`src/hw/rtl/tso_pkg.sv`:
```
// tso_pkg: shared types and constants of the tile scan order generator
// used by tso_div, tso_walk and tile_scan_order_generator; no dependencies

package tso_pkg;

  // pixel dimension width (target and tile sizes)
  localparam int unsigned DIM_W = 13;
  // tile coordinate and pixel origin width
  localparam int unsigned COORD_W = 12;
  // position in the visiting order
  localparam int unsigned INDEX_W = 24;
  // largest target size taken into account
  localparam logic [DIM_W-1:0] MAX_TARGET = 13'd4096;
  // number of quotient bits the divider produces, one per cycle
  localparam int unsigned DIV_STEPS = DIM_W;

  // configuration register indexes
  localparam int unsigned CFG_IDX_W = 3;
  localparam logic [CFG_IDX_W-1:0] CFG_TARGET_WIDTH  = 3'd0;
  localparam logic [CFG_IDX_W-1:0] CFG_TARGET_HEIGHT = 3'd1;
  localparam logic [CFG_IDX_W-1:0] CFG_TILE_WIDTH    = 3'd2;
  localparam logic [CFG_IDX_W-1:0] CFG_TILE_HEIGHT   = 3'd3;
  localparam logic [CFG_IDX_W-1:0] CFG_X_FROM_RIGHT  = 3'd4;
  localparam logic [CFG_IDX_W-1:0] CFG_Y_FROM_BOTTOM = 3'd5;
  localparam logic [CFG_IDX_W-1:0] CFG_ROW_MAJOR     = 3'd6;
  localparam logic [CFG_IDX_W-1:0] CFG_SCAN_OPTIONS  = 3'd7;

  // scan options latched at restart
  typedef struct packed {
    logic xr;    // start at right column
    logic yb;    // start at bottom row
    logic rm;    // row-major walk
    logic serp;  // serpentine lines
    logic sep;   // partial tiles scanned separately
  } tso_opts_t;

  // sequencer commands to the scan walker
  typedef struct packed {
    logic restart;     // clear counts, position and index
    logic set_cols;    // load column count from the divider
    logic set_rows;    // load row count from the divider
    logic begin_scan;  // place the walker on the first tile
    logic step;        // a tile has been emitted, advance
  } tso_walk_ctrl_t;

  // current tile as seen by the sequencer
  typedef struct packed {
    logic               active;
    logic [INDEX_W-1:0] index;
    logic [COORD_W-1:0] col;
    logic [COORD_W-1:0] row;
    logic               last;
  } tso_tile_t;

endpackage

```
`src/hw/rtl/tso_div.sv`:
```
// tso_div: shared restoring divider, one quotient bit per cycle
// depends on tso_pkg for widths

module tso_div (
  input  logic                     clk,
  input  logic                     rst_n,
  input  logic                     start,
  input  logic [tso_pkg::DIM_W-1:0] dividend,
  input  logic [tso_pkg::DIM_W-1:0] divisor,
  output logic                     done,
  output logic [tso_pkg::DIM_W-1:0] quotient,
  output logic                     rem_nz
);

  logic [tso_pkg::DIM_W-1:0] quo_r;
  logic [tso_pkg::DIM_W-1:0] rem_r;
  logic [tso_pkg::DIM_W-1:0] dvs_r;
  logic [3:0]                cnt_r;
  logic                      run_r;
  logic                      done_r;

  logic [tso_pkg::DIM_W:0]   trial;
  logic                      fits;
  logic [tso_pkg::DIM_W:0]   diff;
  logic [tso_pkg::DIM_W-1:0] rem_nxt;
  logic [tso_pkg::DIM_W-1:0] quo_nxt;

  // shift one dividend bit into the partial remainder, subtract if it fits
  always_comb begin
    trial   = {rem_r, quo_r[tso_pkg::DIM_W-1]};
    fits    = trial >= {1'b0, dvs_r};
    diff    = trial - {1'b0, dvs_r};
    rem_nxt = fits ? diff[tso_pkg::DIM_W-1:0] : trial[tso_pkg::DIM_W-1:0];
    quo_nxt = {quo_r[tso_pkg::DIM_W-2:0], fits};
  end

  always_ff @(posedge clk) begin
    if (!rst_n) begin
      run_r  <= 1'b0;
      done_r <= 1'b0;
      cnt_r  <= 4'd0;
    end else if (start) begin
      run_r  <= 1'b1;
      done_r <= 1'b0;
      cnt_r  <= 4'(tso_pkg::DIV_STEPS);
      quo_r  <= dividend;
      rem_r  <= '0;
      dvs_r  <= divisor;
    end else if (run_r) begin
      quo_r  <= quo_nxt;
      rem_r  <= rem_nxt;
      cnt_r  <= cnt_r - 4'd1;
      if (cnt_r == 4'd1) begin
        run_r  <= 1'b0;
        done_r <= 1'b1;
      end
    end else begin
      done_r <= 1'b0;
    end
  end

  assign done     = done_r;
  assign quotient = quo_r;
  assign rem_nz   = |rem_r;

endmodule

```
`src/hw/rtl/tso_walk.sv`:
```
// tso_walk: tile counts, scan position and visiting order index
// depends on tso_pkg for the option, command and tile structs

module tso_walk (
  input  logic                      clk,
  input  logic                      rst_n,
  input  tso_pkg::tso_walk_ctrl_t   ctrl,
  input  tso_pkg::tso_opts_t        opts,
  input  logic [tso_pkg::DIM_W-1:0] div_quo,
  input  logic                      div_rem_nz,
  output tso_pkg::tso_tile_t        tile
);

  typedef enum logic [1:0] {
    PH_IDLE,
    PH_MAIN,
    PH_PCOL,
    PH_PROW
  } phase_t;

  typedef struct packed {
    phase_t                      phase;
    logic [tso_pkg::COORD_W-1:0] col;
    logic [tso_pkg::COORD_W-1:0] row;
  } start_t;

  logic [tso_pkg::DIM_W-1:0]   full_cols_r;
  logic [tso_pkg::DIM_W-1:0]   full_rows_r;
  logic                        extra_col_r;
  logic                        extra_row_r;
  logic [tso_pkg::COORD_W-1:0] cur_col_r;
  logic [tso_pkg::COORD_W-1:0] cur_row_r;
  logic                        srev_r;
  logic [tso_pkg::DIM_W-1:0]   line_pos_r;
  logic [tso_pkg::INDEX_W-1:0] index_r;
  phase_t                      phase_r;

  logic [tso_pkg::DIM_W-1:0]   px, py, tx, ty;
  logic [tso_pkg::DIM_W-1:0]   px_m1, py_m1, tx_m1, ty_m1, fc_m1;
  logic [tso_pkg::DIM_W:0]     line_inc;
  logic [tso_pkg::DIM_W-1:0]   len;

  start_t                      begin_sp;
  phase_t                      phase_nxt;
  logic [tso_pkg::COORD_W-1:0] col_nxt;
  logic [tso_pkg::COORD_W-1:0] row_nxt;
  logic                        srev_nxt;
  logic [tso_pkg::DIM_W-1:0]   line_pos_nxt;

  // grid sizes: primary grid holds partial tiles unless they go separately
  always_comb begin
    px    = full_cols_r + {12'd0, extra_col_r & ~opts.sep};
    py    = full_rows_r + {12'd0, extra_row_r & ~opts.sep};
    tx    = full_cols_r + {12'd0, extra_col_r};
    ty    = full_rows_r + {12'd0, extra_row_r};
    px_m1 = px - 13'd1;
    py_m1 = py - 13'd1;
    tx_m1 = tx - 13'd1;
    ty_m1 = ty - 13'd1;
    fc_m1 = full_cols_r - 13'd1;
  end

  // first tile of the earliest non-empty region among the ones allowed
  function automatic start_t start_phase(input logic try_main, input logic try_pcol,
                                         input logic try_prow);
    start_t sp;
    sp.phase = PH_IDLE;
    sp.col   = cur_col_r;
    sp.row   = cur_row_r;
    if (try_main && px != '0 && py != '0) begin
      sp.phase = PH_MAIN;
      sp.col   = opts.xr ? px_m1[tso_pkg::COORD_W-1:0] : '0;
      sp.row   = opts.yb ? py_m1[tso_pkg::COORD_W-1:0] : '0;
    end else if (try_pcol && opts.sep && extra_col_r && ty != '0) begin
      sp.phase = PH_PCOL;
      sp.col   = tx_m1[tso_pkg::COORD_W-1:0];
      sp.row   = opts.yb ? ty_m1[tso_pkg::COORD_W-1:0] : '0;
    end else if (try_prow && opts.sep && extra_row_r && ty != '0 &&
                 full_cols_r != '0) begin
      // partial row leaves out the corner tile
      sp.phase = PH_PROW;
      sp.row   = ty_m1[tso_pkg::COORD_W-1:0];
      sp.col   = opts.xr ? fc_m1[tso_pkg::COORD_W-1:0] : '0;
    end
    return sp;
  endfunction

  always_comb begin
    begin_sp = start_phase(1'b1, 1'b1, 1'b1);
  end

  // next position after the current tile
  always_comb begin
    start_t sp;
    sp           = start_phase(1'b0, 1'b1, 1'b1);
    phase_nxt    = phase_r;
    col_nxt      = cur_col_r;
    row_nxt      = cur_row_r;
    srev_nxt     = srev_r;
    line_pos_nxt = line_pos_r;
    line_inc     = {1'b0, line_pos_r} + 14'd1;
    len          = opts.rm ? px : py;
    case (phase_r)
      PH_MAIN: begin
        if (line_inc < {1'b0, len}) begin
          line_pos_nxt = line_inc[tso_pkg::DIM_W-1:0];
          if (opts.rm) begin
            col_nxt = (opts.xr ^ srev_r) ? cur_col_r - 12'd1 : cur_col_r + 12'd1;
          end else begin
            row_nxt = (opts.yb ^ srev_r) ? cur_row_r - 12'd1 : cur_row_r + 12'd1;
          end
        end else if (opts.rm) begin
          if (cur_row_r == (opts.yb ? '0 : py_m1[tso_pkg::COORD_W-1:0])) begin
            phase_nxt    = sp.phase;
            col_nxt      = sp.col;
            row_nxt      = sp.row;
            srev_nxt     = 1'b0;
            line_pos_nxt = '0;
          end else begin
            row_nxt      = opts.yb ? cur_row_r - 12'd1 : cur_row_r + 12'd1;
            line_pos_nxt = '0;
            if (opts.serp) begin
              srev_nxt = ~srev_r;
            end else begin
              col_nxt = opts.xr ? px_m1[tso_pkg::COORD_W-1:0] : '0;
            end
          end
        end else begin
          if (cur_col_r == (opts.xr ? '0 : px_m1[tso_pkg::COORD_W-1:0])) begin
            phase_nxt    = sp.phase;
            col_nxt      = sp.col;
            row_nxt      = sp.row;
            srev_nxt     = 1'b0;
            line_pos_nxt = '0;
          end else begin
            col_nxt      = opts.xr ? cur_col_r - 12'd1 : cur_col_r + 12'd1;
            line_pos_nxt = '0;
            if (opts.serp) begin
              srev_nxt = ~srev_r;
            end else begin
              row_nxt = opts.yb ? py_m1[tso_pkg::COORD_W-1:0] : '0;
            end
          end
        end
      end
      PH_PCOL: begin
        if (line_inc < {1'b0, ty}) begin
          line_pos_nxt = line_inc[tso_pkg::DIM_W-1:0];
          row_nxt      = opts.yb ? cur_row_r - 12'd1 : cur_row_r + 12'd1;
        end else begin
          sp           = start_phase(1'b0, 1'b0, 1'b1);
          phase_nxt    = sp.phase;
          col_nxt      = sp.col;
          row_nxt      = sp.row;
          srev_nxt     = 1'b0;
          line_pos_nxt = '0;
        end
      end
      PH_PROW: begin
        if (line_inc < {1'b0, full_cols_r}) begin
          line_pos_nxt = line_inc[tso_pkg::DIM_W-1:0];
          col_nxt      = opts.xr ? cur_col_r - 12'd1 : cur_col_r + 12'd1;
        end else begin
          phase_nxt    = PH_IDLE;
          srev_nxt     = 1'b0;
          line_pos_nxt = '0;
        end
      end
      default: begin
        phase_nxt = PH_IDLE;
      end
    endcase
  end

  always_ff @(posedge clk) begin
    if (!rst_n || ctrl.restart) begin
      full_cols_r <= '0;
      full_rows_r <= '0;
      extra_col_r <= 1'b0;
      extra_row_r <= 1'b0;
      cur_col_r   <= '0;
      cur_row_r   <= '0;
      srev_r      <= 1'b0;
      line_pos_r  <= '0;
      index_r     <= '0;
      phase_r     <= PH_IDLE;
    end else if (ctrl.set_cols) begin
      full_cols_r <= div_quo;
      extra_col_r <= div_rem_nz;
    end else if (ctrl.set_rows) begin
      full_rows_r <= div_quo;
      extra_row_r <= div_rem_nz;
    end else if (ctrl.begin_scan) begin
      phase_r    <= begin_sp.phase;
      cur_col_r  <= begin_sp.col;
      cur_row_r  <= begin_sp.row;
      srev_r     <= 1'b0;
      line_pos_r <= '0;
    end else if (ctrl.step && phase_r != PH_IDLE) begin
      phase_r    <= phase_nxt;
      cur_col_r  <= col_nxt;
      cur_row_r  <= row_nxt;
      srev_r     <= srev_nxt;
      line_pos_r <= line_pos_nxt;
      index_r    <= index_r + 24'd1;
    end
  end

  assign tile.active = phase_r != PH_IDLE;
  assign tile.index  = index_r;
  assign tile.col    = cur_col_r;
  assign tile.row    = cur_row_r;
  assign tile.last   = phase_nxt == PH_IDLE;

endmodule

```
`src/hw/rtl/tile_scan_order_generator.sv`:
```
// tile_scan_order_generator: top level, configuration registers, sequencer, result register
// depends on tso_pkg, tso_div and tso_walk
//
// Walks the render tiles of a target in a configurable order and gives one tile per
// input transfer: its column and row, pixel origin, position in the order and a mark
// on the final tile. An input with restart set latches the tile sizes and the scan
// options, divides the clamped target width and height by the tile size on one shared
// bit-serial divider (width first, then height) and gives the first tile through the
// states S_DIV_X, S_DIV_Y, S_BEGIN and S_EMIT. An input without restart, or a restart
// with a zero tile size, goes straight to S_EMIT, where its result is registered
// once the output register is free; in_ready comes back when the state is S_IDLE.
// The block takes one item at a time and holds in_ready low until that item's result
// is loaded into the output register, so a new item may be taken while the previous
// result still waits for out_ready. A zero tile size, a finished sequence or no restart
// yet give a result with valid_res low and all other fields zero. Configuration writes
// only count at the next restart and must be made while the block is idle.

module tile_scan_order_generator (
  input  logic                                clk,
  input  logic                                rst_n,
  // configuration
  input  logic                                cfg_we,
  input  logic [tso_pkg::CFG_IDX_W-1:0]       cfg_index,
  input  logic [tso_pkg::DIM_W-1:0]           cfg_data,
  // input channel
  input  logic                                in_valid,
  output logic                                in_ready,
  input  logic                                in_restart,
  // result channel
  output logic                                out_valid,
  input  logic                                out_ready,
  output logic                                out_valid_res,
  output logic [tso_pkg::INDEX_W-1:0]         out_tile_index,
  output logic [tso_pkg::COORD_W-1:0]         out_tile_col,
  output logic [tso_pkg::COORD_W-1:0]         out_tile_row,
  output logic [tso_pkg::COORD_W-1:0]         out_pixel_x,
  output logic [tso_pkg::COORD_W-1:0]         out_pixel_y,
  output logic                                out_last
);

  typedef enum logic [2:0] {
    S_IDLE,
    S_DIV_X,
    S_DIV_Y,
    S_BEGIN,
    S_EMIT
  } state_t;

  // configuration registers
  logic [tso_pkg::DIM_W-1:0] target_width_r;
  logic [tso_pkg::DIM_W-1:0] target_height_r;
  logic [tso_pkg::DIM_W-1:0] tile_width_r;
  logic [tso_pkg::DIM_W-1:0] tile_height_r;
  logic                      x_from_right_r;
  logic                      y_from_bottom_r;
  logic                      row_major_r;
  logic [1:0]                scan_options_r;

  // settings latched at restart; only the low tile size bits reach the pixel origin
  tso_pkg::tso_opts_t          opts_r;
  logic [tso_pkg::COORD_W-1:0] lat_tw_r;
  logic [tso_pkg::COORD_W-1:0] lat_th_r;

  state_t                      state_r;

  // result register
  logic                        out_valid_r;
  logic                        out_valid_res_r;
  logic [tso_pkg::INDEX_W-1:0] out_tile_index_r;
  logic [tso_pkg::COORD_W-1:0] out_tile_col_r;
  logic [tso_pkg::COORD_W-1:0] out_tile_row_r;
  logic [tso_pkg::COORD_W-1:0] out_pixel_x_r;
  logic [tso_pkg::COORD_W-1:0] out_pixel_y_r;
  logic                        out_last_r;

  logic                        in_xfer;
  logic                        out_free;
  logic                        load_res;
  logic                        tile_zero;
  logic [tso_pkg::DIM_W-1:0]   tw_clamp;
  logic [tso_pkg::DIM_W-1:0]   th_clamp;

  logic                        div_start;
  logic [tso_pkg::DIM_W-1:0]   div_dividend;
  logic [tso_pkg::DIM_W-1:0]   div_divisor;
  logic                        div_done;
  logic [tso_pkg::DIM_W-1:0]   div_quo;
  logic                        div_rem_nz;

  tso_pkg::tso_walk_ctrl_t     walk_ctrl;
  tso_pkg::tso_tile_t          tile;

  logic [2*tso_pkg::COORD_W-1:0] prod_x;
  logic [2*tso_pkg::COORD_W-1:0] prod_y;

  // configuration writes
  always_ff @(posedge clk) begin
    if (!rst_n) begin
      target_width_r  <= '0;
      target_height_r <= '0;
      tile_width_r    <= 13'd256;
      tile_height_r   <= 13'd256;
      x_from_right_r  <= 1'b0;
      y_from_bottom_r <= 1'b0;
      row_major_r     <= 1'b1;
      scan_options_r  <= 2'd0;
    end else if (cfg_we) begin
      case (cfg_index)
        tso_pkg::CFG_TARGET_WIDTH:  target_width_r  <= cfg_data;
        tso_pkg::CFG_TARGET_HEIGHT: target_height_r <= cfg_data;
        tso_pkg::CFG_TILE_WIDTH:    tile_width_r    <= cfg_data;
        tso_pkg::CFG_TILE_HEIGHT:   tile_height_r   <= cfg_data;
        tso_pkg::CFG_X_FROM_RIGHT:  x_from_right_r  <= cfg_data[0];
        tso_pkg::CFG_Y_FROM_BOTTOM: y_from_bottom_r <= cfg_data[0];
        tso_pkg::CFG_ROW_MAJOR:     row_major_r     <= cfg_data[0];
        tso_pkg::CFG_SCAN_OPTIONS:  scan_options_r  <= cfg_data[1:0];
        default: ;
      endcase
    end
  end

  assign in_ready  = state_r == S_IDLE;
  assign in_xfer   = in_valid && in_ready;
  assign out_free  = !out_valid_r || out_ready;
  assign load_res  = state_r == S_EMIT && out_free;
  assign tile_zero = tile_width_r == '0 || tile_height_r == '0;

  // target sizes beyond the supported maximum are clamped
  assign tw_clamp = (target_width_r > tso_pkg::MAX_TARGET) ? tso_pkg::MAX_TARGET
                                                           : target_width_r;
  assign th_clamp = (target_height_r > tso_pkg::MAX_TARGET) ? tso_pkg::MAX_TARGET
                                                            : target_height_r;

  // one divider: width division starts on the restart transfer, height after it
  always_comb begin
    div_start    = (in_xfer && in_restart && !tile_zero) ||
                   (state_r == S_DIV_X && div_done);
    div_dividend = (state_r == S_IDLE) ? tw_clamp : th_clamp;
    div_divisor  = (state_r == S_IDLE) ? tile_width_r : tile_height_r;
  end

  always_comb begin
    walk_ctrl.restart    = in_xfer && in_restart;
    walk_ctrl.set_cols   = state_r == S_DIV_X && div_done;
    walk_ctrl.set_rows   = state_r == S_DIV_Y && div_done;
    walk_ctrl.begin_scan = state_r == S_BEGIN;
    walk_ctrl.step       = state_r == S_EMIT && out_free;
  end

  tso_div u_div (
    .clk      (clk),
    .rst_n    (rst_n),
    .start    (div_start),
    .dividend (div_dividend),
    .divisor  (div_divisor),
    .done     (div_done),
    .quotient (div_quo),
    .rem_nz   (div_rem_nz)
  );

  tso_walk u_walk (
    .clk        (clk),
    .rst_n      (rst_n),
    .ctrl       (walk_ctrl),
    .opts       (opts_r),
    .div_quo    (div_quo),
    .div_rem_nz (div_rem_nz),
    .tile       (tile)
  );

  // pixel origin, low bits only
  assign prod_x = {12'd0, tile.col} * {12'd0, lat_tw_r};
  assign prod_y = {12'd0, tile.row} * {12'd0, lat_th_r};

  // sequencer and result register
  always_ff @(posedge clk) begin
    if (!rst_n) begin
      state_r     <= S_IDLE;
      out_valid_r <= 1'b0;
      opts_r      <= '{xr: 1'b0, yb: 1'b0, rm: 1'b1, serp: 1'b0, sep: 1'b0};
      lat_tw_r    <= '0;
      lat_th_r    <= '0;
    end else begin
      // a new result may replace the one leaving in the same cycle
      if (load_res) begin
        out_valid_r <= 1'b1;
      end else if (out_ready) begin
        out_valid_r <= 1'b0;
      end
      case (state_r)
        S_IDLE: begin
          if (in_xfer) begin
            if (in_restart) begin
              opts_r.xr   <= x_from_right_r;
              opts_r.yb   <= y_from_bottom_r;
              opts_r.rm   <= row_major_r;
              opts_r.serp <= scan_options_r[0];
              opts_r.sep  <= scan_options_r[1];
              lat_tw_r    <= tile_width_r[tso_pkg::COORD_W-1:0];
              lat_th_r    <= tile_height_r[tso_pkg::COORD_W-1:0];
              state_r     <= tile_zero ? S_EMIT : S_DIV_X;
            end else begin
              state_r <= S_EMIT;
            end
          end
        end
        S_DIV_X: begin
          if (div_done) begin
            state_r <= S_DIV_Y;
          end
        end
        S_DIV_Y: begin
          if (div_done) begin
            state_r <= S_BEGIN;
          end
        end
        S_BEGIN: begin
          state_r <= S_EMIT;
        end
        S_EMIT: begin
          if (out_free) begin
            out_valid_res_r  <= tile.active;
            out_tile_index_r <= tile.active ? tile.index : '0;
            out_tile_col_r   <= tile.active ? tile.col : '0;
            out_tile_row_r   <= tile.active ? tile.row : '0;
            out_pixel_x_r    <= tile.active ? prod_x[tso_pkg::COORD_W-1:0] : '0;
            out_pixel_y_r    <= tile.active ? prod_y[tso_pkg::COORD_W-1:0] : '0;
            out_last_r       <= tile.active && tile.last;
            state_r          <= S_IDLE;
          end
        end
        default: begin
          state_r <= S_IDLE;
        end
      endcase
    end
  end

  assign out_valid      = out_valid_r;
  assign out_valid_res  = out_valid_res_r;
  assign out_tile_index = out_tile_index_r;
  assign out_tile_col   = out_tile_col_r;
  assign out_tile_row   = out_tile_row_r;
  assign out_pixel_x    = out_pixel_x_r;
  assign out_pixel_y    = out_pixel_y_r;
  assign out_last       = out_last_r;

endmodule
```
`config.mk`:
```
export PLATFORM = sky130hd
export DESIGN_NAME = tile_scan_order_generator
export DESIGN_NICKNAME = d
export VERILOG_FILES = /design/src/hw/rtl/tso_pkg.sv /design/src/hw/rtl/tso_div.sv /design/src/hw/rtl/tso_walk.sv /design/src/hw/rtl/tile_scan_order_generator.sv
export SDC_FILE = /design/constraint.sdc
export NUM_CORES = 1
export LEC_CHECK = 0
export BUFFER_PORTS_ARGS = -buffer_cell sky130_fd_sc_hd__buf_2
export CORE_ASPECT_RATIO = 0.8
export CORE_UTILIZATION = 46
export DETAILED_ROUTE_END_ITERATION = 10
export HOLD_SLACK_MARGIN = 0.03
export SLEW_MARGIN = 15
export SYNTH_ARGS = -nofsm -noshare
export SYNTH_HDL_FRONTEND = slang
export SYNTH_SLANG_ARGS = --single-unit
```
`constraint.sdc`:
```
create_clock -name clk -period 4.9 [get_ports clk]
set_input_delay 0.735 -clock clk [delete_from_list [all_inputs] [get_ports clk]]
set_output_delay 0.735 -clock clk [all_outputs]
set_load 0.02 [all_outputs]
```
==> impl_results.rst <==
.. list-table::
   :header-rows: 1

   * - Metric
     - Value
   * - Fraction of layout instances using a drive strength above 1
     - a little under an eighth
   * - Outcome
     - complete, no violations
   * - Async set-reset flop share out of synthesis
     - 0%
   * - Site row count
     - 74
   * - ANT nets after route
     - 0
   * - Max cap viols
     - 0
   * - Count of flip-flops with a built-in enable after synthesis
     - around 110
   * - Slew HR
     - around 34%
   * - Final net count
     - roughly 3300
   * - Post-synthesis share of cell area spent on xor and xnor gates
     - 8.31%
   * - Portion of the clock cycle consumed by the worst path in the final layout
     - 96.5%
   * - Kind of start point of the critical path
     - register
   * - Die area
     - approximately 53000 um^2
   * - Sequential share of power
     - 43.7%
   * - Setup crit end kind
     - register
   * - Floorplan Core Area
     - slightly above 50000 um^2
   * - Mux cell area share after synthesis
     - approximately 2.1%
   * - Class of the tightest hold or removal check
     - register to register
   * - Buffer cell driving the clock tree root
     - clkbuf_16
   * - Setup-failing EPs final
     - 0
   * - Worst hold slack after final layout
     - approximately 0.46 ns
   * - H-tree depth
     - 2
   * - Largest family of logic cells by synthesized area
     - simple AND/OR/NAND/NOR gates
   * - Iteration-0 DRC count of the detailed router
     - between 2000 and 2500
   * - Number of global-route vias before repair
     - around 21000
   * - Worst setup endpoint
     - u_walk.cur_row_r[8]$_SDFFE_PP0P_
   * - Data required time of the critical path
     - 5.37 ns
   * - TNS Setup
     - 0 ns
   * - Maximum clock insertion buffer count
     - 3
   * - Vias
     - about 22000
   * - Post-layout minimum cycle time
     - between 4 and 5 ns
   * - Number of library cell types mapped by synthesis
     - 89
   * - Count of pins on the block boundary
     - between 90 and 100
   * - HPWL reported at the end of detailed placement
     - about 61 mm
   * - Yosys Warn Count
     - 0
   * - R2r worst-path depth
     - 19
   * - Number of antenna violations at the first check in global routing
     - 1
   * - Total power density per cell area
     - around 230 nW/um^2
   * - Share of synthesized area occupied by flip-flops and latches
     - a little under a third
   * - Count of mapped cells out of synthesis
     - 2990
   * - Minimum setup slack in the final design
     - between 0.15 and 0.2 ns
   * - Cell internal pwr
     - 4.60 mW
   * - CP Data Arrival Time
     - 5.20 ns
   * - Vertical extent of the die
     - just over 200 um
   * - Hold depth
     - 2
   * - Synth Area in Simple Gates
     - about a quarter
   * - Compound-cell area share of the yosys netlist
     - ~16%
   * - Mean number of vias per cell
     - 5.83
   * - Largest fanout of any net on the critical path
     - 18
   * - Number of clock sinks seen by CTS
     - 301
   * - Highest clock frequency the design can meet
     - 0.211 GHz
   * - Pin count of the biggest net entering global routing
     - 73
   * - TritonCTS clock tree
     - built
   * - Syn Nets
     - 3222
   * - Top routing layer in use
     - met5
   * - Tot GR Track Use
     - a little under a third
   * - Length of routed met3 wiring
     - roughly 7.2 mm
   * - Port buffer count
     - 97
   * - Peak supply drop
     - 0.219 mV
   * - Clock latency reported for the late side of the worst-skew pair
     - around 0.56 ns
   * - Switching component of the power
     - roughly 1.6 mW
   * - Clock Skew
     - around 0.023 ns
   * - Wirelength per Cell
     - 21.2 um
   * - Mean instance size in the synthesized netlist
     - approximately 7.9 um^2
   * - Wirelength, routed
     - ~80 mm
   * - Final weighted congestion in routability-driven placement
     - 0.960
   * - Slew @ Worst Pin
     - between 0.9 and 1 ns
   * - Routed length on met1
     - between 30 and 40 mm
   * - Post-synthesis share of cell area spent on full adders, half adders and majority gates
     - between 10% and 20%
   * - Critical Path Start
     - u_walk.extra_row_r$_SDFFE_PP0P_
   * - Share of power burned in the clock network
     - 46.1%
   * - Final hold violation count
     - 0
   * - Switching Fraction
     - about a quarter
   * - Leading cell type in the layout, fill and taps excluded
     - nand2_1
   * - DR pass1 iterations
     - 6
   * - Number of inserted diodes
     - 0
   * - Number of remaining DRC errors
     - 0
   * - Initial Util
     - about 47%
   * - First-pass GRT wire length
     - between 100 and 150 mm
   * - Total gr overflow
     - 0
   * - Max Transition Viols Final
     - 0
   * - Combinational Power Share
     - slightly above 10%
   * - Num CTS Buffers
     - 36
   * - WS Path Type
     - register to register
   * - Worst reg2reg endpoint
     - u_walk.cur_row_r[8]$_SDFFE_PP0P_
   * - Startpoint of the tightest hold check path
     - y_from_bottom_r$_SDFFE_PN0P_
   * - Synth Flop Type
     - dfxtp_1
   * - Static power due to leakage
     - ~11 nW
   * - Register-to-register path setup slack
     - ~0.17 ns
   * - Die width
     - roughly 260 um
   * - Met2 routed WL
     - 33.4 mm
   * - Area of the mapped netlist
     - around 24000 um^2
   * - Clock Pin Slew Worst Setup and Hold Paths
     - about 0.06 ns
   * - Syn-to-layout area delta
     - 13.6%
   * - Register bit count reported by yosys
     - 301
   * - Worst slack, placed
     - -0.0138 ns
   * - Most frequent cells in the layout
     - nand2_1 (538), a21oi_1 (237), nor2_1 (222)
   * - Reg2reg start
     - u_walk.extra_row_r$_SDFFE_PP0P_
==> per-stage QoR <==
step | util [%] | instances | power (mW) | cell area, um^2
finish | 52.9 | 3794 | 6.18 | 27000
global route | 52.9 | 3794 | 6.38 | 27000
CTS | 52.4 | 3782 | 6.20 | 26800
detailed placement | 50.0 | 3717 | 3.35 | 25500
global placement | 50.0 | 3717 | 3.35 | 25500
floorplan | - | 2990 | 3.13 | 23700
==> cell usage after synthesis, drive strengths merged (60+ instances only) <==
library cell	instances	share of area [%]
nor3	67	1.4
nand3	92	2.0
inv	187	3.0
fa	79	6.7
xnor2	146	5.4
nand2	539	8.5
nor2	224	3.5
edfxtp	113	14
o21ai	103	2.2
xor2	73	2.7
and2	60	1.6
clkbuf	158	2.5
a21oi	240	5.1
ha	131	6.9
dfxtp	188	16
nor2b	69	1.8
==> power by group through the flow <==
stage	combinational, mW	sequential, mW	clock, mW
4_1_cts	0.603	2.70	2.90
5_1_grt	0.677	2.71	2.99
3_3_place_gp	0.596	2.75	0
2_1_floorplan	0.377	2.76	0
3_5_place_dp	0.600	2.75	0
6_report	0.628	2.70	2.85
==> sequential cells by signal (all words and copies together) (netlist names), 13 cells and up <==
signal              cells
u_div.quotient         13
u_walk.full_cols_r     13
u_div.rem_r            13
tile_height_r          13
tile_width_r           13
out_tile_index         24
target_height_r        13
u_walk.line_pos_r      13
target_width_r         13
u_walk.index_r         24
u_div.dvs_r            13
u_walk.full_rows_r     13
==> worst max-delay path, stage by stage, from the launching register on <==
cell and delay (ns):
dfxtp_1 0.38, nor2b_2 0.17, ha_2 0.22, ha_1 0.30
inv_1 0.10, ha_2 0.22, or4b_2 0.60, o31ai_1 0.12
and4_1 0.30, mux2_2 0.34, nor2_1 0.10, a2bb2oi_1 0.18
o311a_1 0.28, a31oi_4 0.14, buf_12 0.19, or2_4 0.29
buf_4 0.19, o21ai_1 0.16, a221oi_1 0.10, o31ai_1 0.25
==> how the worst min path moves through the flow <==
stage,to
after floorplan,opts_r[1]$_SDFFE_PN0P_
after global placement,opts_r[3]$_SDFFE_PN0P_
after detailed placement,opts_r[3]$_SDFFE_PN0P_
after CTS,opts_r[3]$_SDFFE_PN0P_
after global routing,target_width_r[9]$_SDFFE_PN0P_
final,opts_r[3]$_SDFFE_PN0P_
==> routing by layer <==
metal	track usage, %	vias up
met5	0	-
met4	6.37	2
met3	5.63	80
met2	44.7	904
met1	45.7	10700
li1	-	10400
==> final cells by class <==
type	instances	area, um^2
Inverter	190	713
Sequential cell	301	7160
Clock buffer	46	1010
Multi-Input combinational cell	2303	15300
Fill cell	4846	24000
Timing Repair Buffer	251	1690
Clock inverter	19	238
Tap cell	684	856
==> logic make-up after synthesis <==
logic type,after synthesis
AOI/OAI and AO/OA,611
and+or+nand+nor,1213
xor gates and xnor gates,221
muxes,48
adders and majority gates,210
DFF,301
buffers and inverters,386
==> repair_timing <==
item	CTS	global route
gates cloned	0	0
hold buffers	0	0
resized for setup	1	32
setup endpoints to repair	1	32
pin swaps	0	9
buffers inserted	0	12
(Power assumes the default switching activity.)
